==> config.mk <==
export PLATFORM = sky130hd
export DESIGN_NAME = pump_mode_level_controller_top_flat
export DESIGN_NICKNAME = d
export VERILOG_FILES = /design/src/hw/rtl/pmlc_pkg.sv /design/src/hw/rtl/pmlc_if.sv /design/src/hw/rtl/pmlc_qual.sv /design/src/hw/rtl/pump_mode_level_controller_top.sv /design/src/flat_wrapper.sv
export SDC_FILE = /design/constraint.sdc
export NUM_CORES = 1
export LEC_CHECK = 0
export BUFFER_PORTS_ARGS = -buffer_cell sky130_fd_sc_hd__buf_2
export CORE_MARGIN = 2
export CORE_UTILIZATION = 24
export DETAILED_ROUTE_END_ITERATION = 12
export PLACE_DENSITY = 0.54
export SLEW_MARGIN = 15
export SYNTH_ARGS = -nofsm -noshare
export SYNTH_HDL_FRONTEND = slang
export SYNTH_HIERARCHICAL = 1
export SYNTH_SLANG_ARGS = --single-unit
==> constraint.sdc <==
create_clock -name clk -period 5.92 [get_ports clk]
set_input_delay 0.296 -clock clk [delete_from_list [all_inputs] [get_ports clk]]
set_output_delay 0.296 -clock clk [all_outputs]
set_load 0.05 [all_outputs]
==> src/hw/rtl/pmlc_pkg.sv <==
// Shared types and constants for the pump mode and level controller.
package pmlc_pkg;

  localparam int unsigned DEBOUNCE_W     = 20;
  localparam int unsigned COUNT_BITS_DEF = 20;
  localparam int unsigned ADDR_W         = 3;
  localparam int unsigned DATA_W         = 32;

  localparam logic [DEBOUNCE_W-1:0] DEBOUNCE_RESET = DEBOUNCE_W'(60 * 1000);

  // register index, taken from paddr[ADDR_W-1:2]
  localparam logic [ADDR_W-3:0] REG_DEBOUNCE_MS = '0;

  typedef enum logic [1:0] {
    MODE_OFF  = 2'd0,
    MODE_ON   = 2'd1,
    MODE_AUTO = 2'd2
  } mode_t;

  typedef enum logic [1:0] {
    LVL_UNKNOWN = 2'd0,
    LVL_OK      = 2'd1,
    LVL_LOW     = 2'd2
  } lvl_t;

  typedef enum logic [1:0] {
    EV_NONE = 2'd0,
    EV_LOW  = 2'd1,
    EV_OK   = 2'd2
  } ev_t;

  typedef enum logic [1:0] {
    LED_SHORT_ON = 2'd0,
    LED_LONG_ON  = 2'd1,
    LED_EVEN     = 2'd2
  } led_t;

  typedef struct packed {
    ev_t  ev;
    lvl_t state;
    logic load;
  } qual_res_t;

endpackage

==> src/hw/rtl/pmlc_if.sv <==
// Request channel interfaces: tick requests in, status results out.
interface pmlc_tick_if;
  logic       valid;
  logic       ready;
  logic       level_open;
  logic       short_press;
  logic       mode_set_valid;
  logic [1:0] mode_set_value;

  modport source(output valid, level_open, short_press, mode_set_valid, mode_set_value,
                 input ready);
  modport sink(input valid, level_open, short_press, mode_set_valid, mode_set_value,
               output ready);
endinterface

interface pmlc_status_if;
  logic       valid;
  logic       ready;
  logic       pump_on;
  logic [1:0] mode_now;
  logic [1:0] level_event;
  logic [1:0] led_pattern;

  modport source(output valid, pump_on, mode_now, level_event, led_pattern, input ready);
  modport sink(input valid, pump_on, mode_now, level_event, led_pattern, output ready);
endinterface

==> src/hw/rtl/pmlc_qual.sv <==
// Level qualifier: unknown/ok/low tracking with lockout gating.
module pmlc_qual
  import pmlc_pkg::*;
(
  input  logic      run,
  input  lvl_t      state,
  input  logic      done,
  input  logic      low,
  output qual_res_t res
);

  always_comb begin
    res.ev    = EV_NONE;
    res.state = state;
    res.load  = 1'b0;
    if (run) begin
      case (state)
        LVL_UNKNOWN: begin
          if (low) begin
            res.ev    = EV_LOW;
            res.state = LVL_LOW;
            res.load  = 1'b1;
          end else begin
            res.ev    = EV_OK;
            res.state = LVL_OK;
          end
        end
        LVL_OK: begin
          if (done && low) begin
            res.ev    = EV_LOW;
            res.state = LVL_LOW;
            res.load  = 1'b1;
          end
        end
        LVL_LOW: begin
          if (done && !low) begin
            res.ev    = EV_OK;
            res.state = LVL_OK;
            res.load  = 1'b1;
          end
        end
        default: begin
          res.ev = EV_NONE;
        end
      endcase
    end
  end

endmodule

==> src/hw/rtl/pump_mode_level_controller_top.sv <==
// Top level of the pump mode and level controller.
// A request is held in the input register, then its result in the result register.
// Throughput: one tick request per cycle; a stalled result holds the input stage.
// Reset (rst, synchronous): mode auto, pump off, level unknown, lockout expired,
// debounce_ms = 60000, both pipeline stages empty.
module pump_mode_level_controller_top
  import pmlc_pkg::*;
#(
  parameter int unsigned COUNT_BITS = COUNT_BITS_DEF
) (
  input  logic              clk,
  input  logic              rst,
  input  logic              psel,
  input  logic              penable,
  input  logic              pwrite,
  input  logic [ADDR_W-1:0] paddr,
  input  logic [DATA_W-1:0] pwdata,
  output logic [DATA_W-1:0] prdata,
  output logic              pready,
  pmlc_tick_if.sink         tick,
  pmlc_status_if.source     status
);

  logic [DEBOUNCE_W-1:0] debounce_ms;
  logic                  cfg_sel;

  mode_t                 mode_reg;
  logic                  pump_reg;
  lvl_t                  level_state;
  logic [COUNT_BITS-1:0] lockout_count;

  logic       s1_valid;
  logic       s1_level_open;
  logic       s1_short_press;
  logic       s1_mode_set_valid;
  logic [1:0] s1_mode_set_value;

  logic out_free;
  logic commit;

  logic [COUNT_BITS-1:0] cnt_dec;
  logic [COUNT_BITS-1:0] load_val;
  logic [COUNT_BITS-1:0] lockout_count_next;
  qual_res_t             q;
  mode_t                 mode_reg_next;
  logic                  pump_reg_next;
  led_t                  led_next;

  // configuration
  assign pready  = 1'b1;
  assign cfg_sel = (paddr[ADDR_W-1:2] == REG_DEBOUNCE_MS);

  always_ff @(posedge clk) begin
    if (rst) begin
      debounce_ms <= DEBOUNCE_RESET;
    end else if (psel && penable && pwrite && cfg_sel) begin
      debounce_ms <= pwdata[DEBOUNCE_W-1:0];
    end
  end

  always_comb begin
    prdata = '0;
    if (cfg_sel) begin
      prdata = DATA_W'(debounce_ms);
    end
  end

  // pipeline control
  assign out_free   = !status.valid || status.ready;
  assign commit     = s1_valid && out_free;
  assign tick.ready = !s1_valid || out_free;

  always_ff @(posedge clk) begin
    if (rst) begin
      s1_valid     <= 1'b0;
      status.valid <= 1'b0;
    end else begin
      if (tick.valid && tick.ready) begin
        s1_valid <= 1'b1;
      end else if (out_free) begin
        s1_valid <= 1'b0;
      end
      if (out_free) begin
        status.valid <= s1_valid;
      end
    end
  end

  always_ff @(posedge clk) begin
    if (tick.valid && tick.ready) begin
      s1_level_open     <= tick.level_open;
      s1_short_press    <= tick.short_press;
      s1_mode_set_valid <= tick.mode_set_valid;
      s1_mode_set_value <= tick.mode_set_value;
    end
  end

  // lockout counter
  generate
    if (COUNT_BITS >= DEBOUNCE_W) begin : g_load_wide
      assign load_val = COUNT_BITS'(debounce_ms);
    end else begin : g_load_sat
      assign load_val = (|debounce_ms[DEBOUNCE_W-1:COUNT_BITS]) ? '1 :
                        debounce_ms[COUNT_BITS-1:0];
    end
  endgenerate

  assign cnt_dec = (lockout_count != '0) ? lockout_count - 1'b1 : lockout_count;

  pmlc_qual u_qual (
    .run  (mode_reg == MODE_AUTO),
    .state(level_state),
    .done (cnt_dec == '0),
    .low  (s1_level_open),
    .res  (q)
  );

  assign lockout_count_next = q.load ? load_val : cnt_dec;

  // mode and pump update: level, then button, then remote command
  always_comb begin
    mode_reg_next = mode_reg;
    pump_reg_next = pump_reg;
    if (q.ev == EV_LOW) begin
      pump_reg_next = 1'b0;
    end else if (q.ev == EV_OK) begin
      pump_reg_next = 1'b1;
    end
    if (s1_short_press) begin
      case (mode_reg)
        MODE_OFF: begin
          mode_reg_next = MODE_ON;
          pump_reg_next = 1'b1;
        end
        MODE_ON: begin
          mode_reg_next = MODE_AUTO;
        end
        MODE_AUTO: begin
          mode_reg_next = MODE_OFF;
          pump_reg_next = 1'b0;
        end
        default: begin
          mode_reg_next = mode_reg;
        end
      endcase
    end
    if (s1_mode_set_valid) begin
      if (s1_mode_set_value == MODE_OFF) begin
        mode_reg_next = MODE_OFF;
        pump_reg_next = 1'b0;
      end else if (s1_mode_set_value == MODE_ON) begin
        mode_reg_next = MODE_ON;
        pump_reg_next = 1'b1;
      end else if (s1_mode_set_value == MODE_AUTO) begin
        mode_reg_next = MODE_AUTO;
      end
    end
  end

  always_comb begin
    case (mode_reg_next)
      MODE_OFF:  led_next = LED_SHORT_ON;
      MODE_ON:   led_next = LED_LONG_ON;
      MODE_AUTO: led_next = LED_EVEN;
      default:   led_next = LED_EVEN;
    endcase
  end

  always_ff @(posedge clk) begin
    if (rst) begin
      mode_reg      <= MODE_AUTO;
      pump_reg      <= 1'b0;
      level_state   <= LVL_UNKNOWN;
      lockout_count <= '0;
    end else if (commit) begin
      mode_reg      <= mode_reg_next;
      pump_reg      <= pump_reg_next;
      level_state   <= q.state;
      lockout_count <= lockout_count_next;
    end
  end

  always_ff @(posedge clk) begin
    if (commit) begin
      status.pump_on     <= pump_reg_next;
      status.mode_now    <= mode_reg_next;
      status.level_event <= q.ev;
      status.led_pattern <= led_next;
    end
  end

`ifndef NO_ASSERTIONS
  a_load_value: assert property (@(posedge clk) disable iff (rst)
    commit && q.load |=> lockout_count == $past(load_val))
    else $error("lockout load mismatch");

  a_count_down: assert property (@(posedge clk) disable iff (rst)
    commit && !q.load && lockout_count != '0 |=> lockout_count == $past(lockout_count) - 1'b1)
    else $error("lockout countdown mismatch");

  a_event_auto_only: assert property (@(posedge clk) disable iff (rst)
    commit && mode_reg != MODE_AUTO |-> q.ev == EV_NONE)
    else $error("level event outside auto mode");

  a_hold_stage: assert property (@(posedge clk) disable iff (rst)
    s1_valid && !out_free |=> s1_valid && $stable(s1_level_open))
    else $error("input stage dropped a request");
`endif

endmodule

==> src/flat_wrapper.sv <==
// flat-port wrapper written by rule: the top's interface ports become plain ports
module pump_mode_level_controller_top_flat import pmlc_pkg::*;
#(
  parameter int unsigned COUNT_BITS = COUNT_BITS_DEF
)
  (clk, rst, psel, penable, pwrite, paddr, pwdata, prdata, pready, tick_valid, tick_level_open, tick_short_press, tick_mode_set_valid, tick_mode_set_value, tick_ready, status_valid, status_pump_on, status_mode_now, status_level_event, status_led_pattern, status_ready);
  pmlc_tick_if tick_i ();
  pmlc_status_if status_i ();
  input  logic clk;
  input  logic rst;
  input  logic psel;
  input  logic penable;
  input  logic pwrite;
  input  logic [ADDR_W-1:0] paddr;
  input  logic [DATA_W-1:0] pwdata;
  output logic [DATA_W-1:0] prdata;
  output logic pready;
  input wire logic [$bits(tick_i.valid)-1:0] tick_valid;
  input wire logic [$bits(tick_i.level_open)-1:0] tick_level_open;
  input wire logic [$bits(tick_i.short_press)-1:0] tick_short_press;
  input wire logic [$bits(tick_i.mode_set_valid)-1:0] tick_mode_set_valid;
  input wire logic [$bits(tick_i.mode_set_value)-1:0] tick_mode_set_value;
  output wire logic [$bits(tick_i.ready)-1:0] tick_ready;
  output wire logic [$bits(status_i.valid)-1:0] status_valid;
  output wire logic [$bits(status_i.pump_on)-1:0] status_pump_on;
  output wire logic [$bits(status_i.mode_now)-1:0] status_mode_now;
  output wire logic [$bits(status_i.level_event)-1:0] status_level_event;
  output wire logic [$bits(status_i.led_pattern)-1:0] status_led_pattern;
  input wire logic [$bits(status_i.ready)-1:0] status_ready;
  assign tick_i.valid = tick_valid;
  assign tick_i.level_open = tick_level_open;
  assign tick_i.short_press = tick_short_press;
  assign tick_i.mode_set_valid = tick_mode_set_valid;
  assign tick_i.mode_set_value = tick_mode_set_value;
  assign tick_ready = tick_i.ready;
  assign status_valid = status_i.valid;
  assign status_pump_on = status_i.pump_on;
  assign status_mode_now = status_i.mode_now;
  assign status_level_event = status_i.level_event;
  assign status_led_pattern = status_i.led_pattern;
  assign status_i.ready = status_ready;
  pump_mode_level_controller_top #(.COUNT_BITS(COUNT_BITS)) u_core (.clk(clk), .rst(rst), .psel(psel), .penable(penable), .pwrite(pwrite), .paddr(paddr), .pwdata(pwdata), .prdata(prdata), .pready(pready), .tick(tick_i), .status(status_i));
endmodule
==> flow_summary.json, run 1 <==
{
  "die_area_um2": 15300,
  "grt_max_degree": 42,
  "grt_first_pass_wirelength_mm": 15.0,
  "timing.fmax_mhz": 233,
  "setup.worst_path.start_class": "register",
  "p_per_area_nw_per_um2": 369,
  "drive_gt1_share_pct": 19.1,
  "worstHoldPathCells": 1,
  "ir_drop_uv": 165,
  "antenna_found_initial": 0,
  "grt.total_usage_pct": 12.4,
  "crit_type": "reg2reg",
  "swShare_pct": 35.5,
  "drcViolationCount": 0,
  "reg2reg_to": "u_core/lockout_count[0]",
  "cts-resized-gates": 0,
  "synthArstFlopShare_pct": 0,
  "clk_latency_ns": 0.33,
  "synthSimpleGateAreaFrac_pct": 29.8,
  "yosysTopAreaCellShare_pct": 27.4,
  "hold_class": "in2reg",
  "port_buffers": 61,
  "initial_core_util_pct": 24.6,
  "yosys_warnings": 6,
  "p_clk_share_pct": 35.8,
  "outcome": "completed",
  "cp-end-kind": "register",
  "grt_overflow": 0,
  "area_growth_pct": 19.8,
  "setup_viol": 0,
  "syn_area_um2": 3430,
  "firstDrtPassIters": 5,
  "fp.coreArea_um2": 13900,
  "root_buffer": "clkbuf_16",
  "vias": 3286,
  "synthCells": 429,
  "worst_pin_slew_ns": 0.867,
  "die_h_um": 124,
  "cp.required_ns": 6.10,
  "die_x_um": 124,
  "place_congestion": 0.817,
  "drv_cap": 0,
  "min_period_ns": 4.29,
  "p_switching_mw": 0.538,
  "synth_fa_ha_area_share_pct": 1.09,
  "power_mw": 1.51,
  "synthMuxAreaShare_pct": 0.876,
  "viasPerCell": 5.00,
  "cts-htree-levels": 3,
  "detail-route-antenna-nets": 0,
  "avgSynthCellArea_um2": 7.99,
  "row_count": 43,
  "rsz0062_at_grt": "no",
  "slew_viol_final": 0,
  "hold_violations": 0,
  "synth_ff_type": "dfxtp_1",
  "drtIter0Drc": 269,
  "reg2reg_depth": 13,
  "synthTopCellsByArea": "dfxtp_1, edfxtp_1, nand2_1",
  "layout.nets": 522,
  "yosysSeqAreaShare_pct": 37.9,
  "power.internal_mw": 0.977,
  "synth-seq-cells": 59,
  "r2r_start": "u_core/lockout_count[0]",
  "timing.final.crit_share_pct": 72.5,
  "cts_setup_buffers": 0,
  "worstPathMaxFanout": 41,
  "dp_hpwl_mm": 6.36,
  "ios": 89,
  "ys_types": 62,
  "routedWlPerCell_um": 14.0,
  "cts_num_sinks": 59,
  "synth-edff-count": 12,
  "diodes": 0,
  "min_to": "u_core/s1_mode_set_value[0]",
  "hold_path_startpoint": "tick_mode_set_value[0]",
  "synth_top_area_cell": "dfxtp_1",
  "synth-xor-area-share_pct": 0.255,
  "fin_tns_setup_ns": 0,
  "grt_pass1_vias": 2928,
  "clk_pin_slew_ns": 0.05,
  "synth_top_family_by_area": "simple AND/OR/NAND/NOR gates",
  "cts_tree": "built",
  "pwr-share-seq_pct": 31.9,
  "worstPathArrival_ns": 4.47,
  "r2r_slack_ns": 1.63,
  "numCtsBuffers": 9,
  "pwr-share-comb_pct": 32.3,
  "clk_path_buf_depth": 2,
  "synth_compound_gate_area_share_pct": 21.9,
  "drt-total-wl_mm": 9.18,
  "largestRegisters": "u_core/debounce_ms x20, u_core/lockout_count x20",
  "maxSlewHeadroom_pct": 41.8,
  "power.leakage_nw": 1.61,
  "cts_hold_buffers": 0,
  "skew_ns": 0.00899
}
## worst max path at each step
stage	from	to	slack [ns]	depth (start not counted)
floorplan	u_core/lockout_count[0]	u_core/lockout_count[7]	2.25	14
global placement	u_core/lockout_count[0]	u_core/lockout_count[18]	1.74	13
detailed placement	u_core/lockout_count[0]	u_core/lockout_count[0]	1.70	13
CTS	u_core/lockout_count[0]	u_core/lockout_count[0]	1.68	13
global route	u_core/lockout_count[0]	u_core/lockout_count[16]	1.37	14
finish	u_core/lockout_count[0]	u_core/lockout_count[0]	1.63	13
## metrics by stage
step	cells	utilization (%)	setup slack (ns)	instance area (um2)	hold slack, ns
final	657	29.5	1.63	4110	0.147
after global routing	657	29.5	1.37	4110	0.126
after CTS	657	29.5	1.68	4110	0.128
after detailed placement	641	27.3	1.70	3800	0.452
after global placement	641	27.3	1.74	3800	0.447
after floorplan	440	-	2.25	3470	0.395
## layout make-up
| class | instances | area, um2 |
|---|---|---|
| clock inverter | 6 | 80.1 |
| timing repair buffer | 64 | 328 |
| multi-input combinational | 326 | 1900 |
| sequential | 59 | 1300 |
| fill | 1478 | 9830 |
| clock buffer | 10 | 229 |
| tap | 180 | 225 |
| inverter | 12 | 45.0 |
## synthesized netlist by cell type, types with 9 or more instances
library cell   n
nand2_1       72
dfxtp_1       47
a21oi_1       38
clkbuf_1      26
nor2b_1       26
o21ai_0       20
nand3_1       16
nor2_1        16
buf_4         13
edfxtp_1      12
inv_1         10
a31oi_1        9
## cells by family (layout without fill, tap and decap cells)
logic type	after synthesis	in the layout
mux	3	3
xor+xnor	1	1
fa+ha+maj	3	3
flops	59	59
compound gates	116	116
simple gates	190	190
other cells	2	13
buf+inv	55	92
## placed cells by master (no fill, tap or decap), types with 3 or more instances in the layout
cell        n
nor3_1      7
a21o_1      4
inv_1      10
edfxtp_1   12
o211ai_1    4
a2111oi_0   3
clkbuf_16   9
a22oi_1     3
dfxtp_1    47
nand2b_1    5
nand3_1    16
and3_1      3
nand2_1    72
nor2b_1    26
a31oi_1     9
conb_1     13
a32o_1      4
or4_1       5
mux2i_1     3
nand4_1     8
nor4_1      4
clkinv_1    3
o31ai_1     3
nor2_1     16
buf_2      61
o22ai_1     4
a21oi_1    38
a211oi_1    5
buf_4       3
or3_1       7
ha_1        3
a21boi_0    3
o21ai_0    19
or4_4       3
## power by group through the flow
stage | Sequential [mW] | Combinational, mW | Clock [mW]
6_report | 0.483 | 0.490 | 0.542
3_5_place_dp | 0.490 | 0.485 | 0
5_1_grt | 0.489 | 0.538 | 0.574
2_1_floorplan | 0.481 | 0.401 | 0
4_1_cts | 0.482 | 0.488 | 0.555
3_3_place_gp | 0.489 | 0.482 | 0
## worst max-delay path, cell delays in order, from the launching register on
cell       delay, ns
dfxtp_1         0.37
inv_1           0.14
ha_1            0.17
or4b_1          0.52
nor4_4          0.68
a21o_1          0.21
o22ai_1         0.09
a2111oi_2       0.69
o21ai_2         0.15
o21ai_2         0.17
buf_4           0.38
a21oi_1         0.20
a32oi_1         0.25
a21oi_1         0.08
## metal layers
| layer | global-route usage (%) | vias to the layer above | part of all wire [%] |
|---|---|---|---|
| met3 | 2.63 | 11 | 5.1 |
| met5 | 0 | - | 0 |
| li1 | - | 1616 | - |
| met2 | 19.5 | 109 | 46 |
| met1 | 16.5 | 1550 | 47 |
| met4 | 5.33 | 0 | 1.9 |
Note: power is estimated with default switching activity, not from simulation.
==> run 2: changes to the inputs <==
ABC_AREA = 1   (was unset)
PLACE_DENSITY = 0.53   (was 0.54)
clock period = 4.5 ns   (was 5.92 ns; I/O delays follow)
==> run 2 against run 1 <==
Compared with the run above: clock skew down 0.0027 ns; sequential share of layout area fell by 0.32 points; highest routed layer unchanged; register-to-register slack got worse by 0.62 ns; critical endpoint is now u_core/lockout_count[5].
==> flow_summary.json, run 2 <==
{
  "outcome": "completed",
  "worst_pin_slew_ns": 0.976,
  "cts-resized-gates": 0,
  "cp-end-kind": "register",
  "die_area_um2": 15400,
  "synth_ff_type": "dfxtp_1",
  "cts_hold_buffers": 0,
  "cts-htree-levels": 3,
  "min_period_ns": 3.49,
  "grt_first_pass_wirelength_mm": 15.0,
  "drt-total-wl_mm": 8.73,
  "area_growth_pct": 19.9,
  "synthCells": 496,
  "whs_ns": 0.0661,
  "finalInstanceArea_um2": 4150,
  "regArea_um2": 1300,
  "hold_class": "in2reg",
  "clk_latency_ns": 0.33,
  "grt_overflow": 0,
  "diodes": 0,
  "drv_cap": 0,
  "synthArstFlopShare_pct": 0,
  "place_congestion": 0.855,
  "ios": 89,
  "grt_pass1_vias": 3118,
  "skew_ns": 0.00630,
  "setup.worst_path.start_class": "register",
  "place_area_um2": 3860,
  "use_met3_pct": 1.97,
  "ir_drop_uv": 164,
  "antenna_found_initial": 0,
  "ys_top_cells_by_count": "nand2_1, inv_1, nor2_1",
  "grt_max_degree": 39,
  "synth-seq-cells": 59,
  "dp_hpwl_mm": 6.48,
  "synth.most_common_cell": "nand2_1",
  "vias": 3272,
  "cts_setup_buffers": 0,
  "slew_viol_final": 0,
  "clk_path_buf_depth": 2,
  "multi_input_area_um2": 1750,
  "initial_core_util_pct": 24.7,
  "p_per_area_nw_per_um2": 414,
  "cts_num_sinks": 59,
  "drive_gt1_share_pct": 20.5,
  "grt.met2_usage_pct": 19.6,
  "power.leakage_nw": 1.94,
  "rsz0062_at_grt": "no",
  "cts_tree": "built",
  "synthTopCellsByArea": "dfxtp_1, edfxtp_1, nand2_1",
  "cp.required_ns": 4.76,
  "timing.fmax_mhz": 286,
  "layout.nets": 597,
  "port_buffers": 61,
  "fillerInstances": 1543,
  "die_x_um": 124,
  "hold_violations": 0,
  "gr-usage-met1_pct": 16.4,
  "power_mw": 1.72,
  "drcViolationCount": 0,
  "yosysTopAreaCellShare_pct": 27.2,
  "worstPathArrival_ns": 3.75,
  "synth-edff-count": 12,
  "root_buffer": "clkbuf_16",
  "worstPathMaxFanout": 25,
  "timing.final.crit_share_pct": 77.6,
  "die_h_um": 124,
  "fp.coreArea_um2": 14000,
  "final_common_cell": "nand2_1",
  "crit_type": "reg2reg",
  "avgSynthCellArea_um2": 6.98,
  "detail-route-antenna-nets": 0,
  "firstDrtPassIters": 4,
  "yosys_warnings": 6,
  "yosysSeqAreaShare_pct": 37.6,
  "viasPerCell": 4.47,
  "routedWlPerCell_um": 11.9,
  "ys_types": 32,
  "syn_area_um2": 3460,
  "synth_top_area_cell": "dfxtp_1",
  "final_cell_mix": "nand2_1, inv_1, buf_2",
  "grt_busiest_layer": "met2",
  "maxSlewHeadroom_pct": 34.9,
  "drtIter0Drc": 100,
  "row_count": 43,
  "clk_pin_slew_ns": 0.06,
  "setup_viol": 0,
  "largestRegisters": "u_core/debounce_ms x20, u_core/lockout_count x20",
  "numCtsBuffers": 9,
  "grt.total_usage_pct": 12.3,
  "fin_tns_setup_ns": 0
}
==> run 2: worst paths after layout <==
path / from / endpoint / slack (ns) / cells after the start
min: tick_mode_set_value[1] / u_core/s1_mode_set_value[1] / 0.07 / 1
max reg2reg: u_core/lockout_count[0] / u_core/lockout_count[5] / 1.01 / 19
min reg2reg: u_core/debounce_ms[0] / u_core/debounce_ms[0] / 0.48 / 2
max: u_core/lockout_count[0] / u_core/lockout_count[5] / 1.01 / 19
==> run 2: critical path: stages, from the launching register on <==
cell and delay, ns:
dfxtp_1 0.31, inv_1 0.15, ha_1 0.21, nand2_1 0.07
nor2_2 0.15, nand3_4 0.27, o21ai_0 0.16, inv_1 0.08
nor2_1 0.11, nand3_1 0.11, nor3_2 0.37, inv_1 0.08
nand2_1 0.10, nand2_2 0.07, a21oi_2 0.12, buf_4 0.23
inv_1 0.35, a21oi_1 0.23, o21ai_0 0.09, a21oi_1 0.14
==> run 2: per-layer routing <==
layer	up-vias	part of all wire, %
met1	1469	49
met3	17	4.0
met2	88	45
met5	-	0
li1	1698	-
met4	0	2.4
==> run 2: final cells by class <==
type,count,area share (%)
clock inverter,7,1.63
multi-input combinational,344,42.1
tap,180,5.42
clock buffer,9,5.42
inverter,70,6.33
sequential,59,31.3
timing repair buffer,63,7.72
==> run 2: power by group <==
part	total, mW	internal, mW	switching [mW]
Sequential	0.605	0.575	0.0302
Combinational	0.435	0.130	0.306
Clock	0.676	0.426	0.251
==> run 2: cells by family (layout without fill, tap and decap cells) <==
logic type      after synthesis  in the layout  share of synthesized area, %
fa+ha+maj                     3              3                          1.08
xor+xnor                      3              3                         0.759
flops                        59             59                          37.6
buf+inv                     104            149                          13.1
compound gates              106            106                          17.2
simple gates                219            219                          30.0
other cells                   2             13                         0.217
==> run 2: through the flow <==
stage          std cells  setup slack [ns]  util, %
6_report             732              1.01     29.7
3_3_place_gp         716              1.06     27.6
3_5_place_dp         716              1.01     27.6
2_1_floorplan        507              1.71        -
4_1_cts              732             0.999     29.7
5_1_grt              732             0.606     29.7
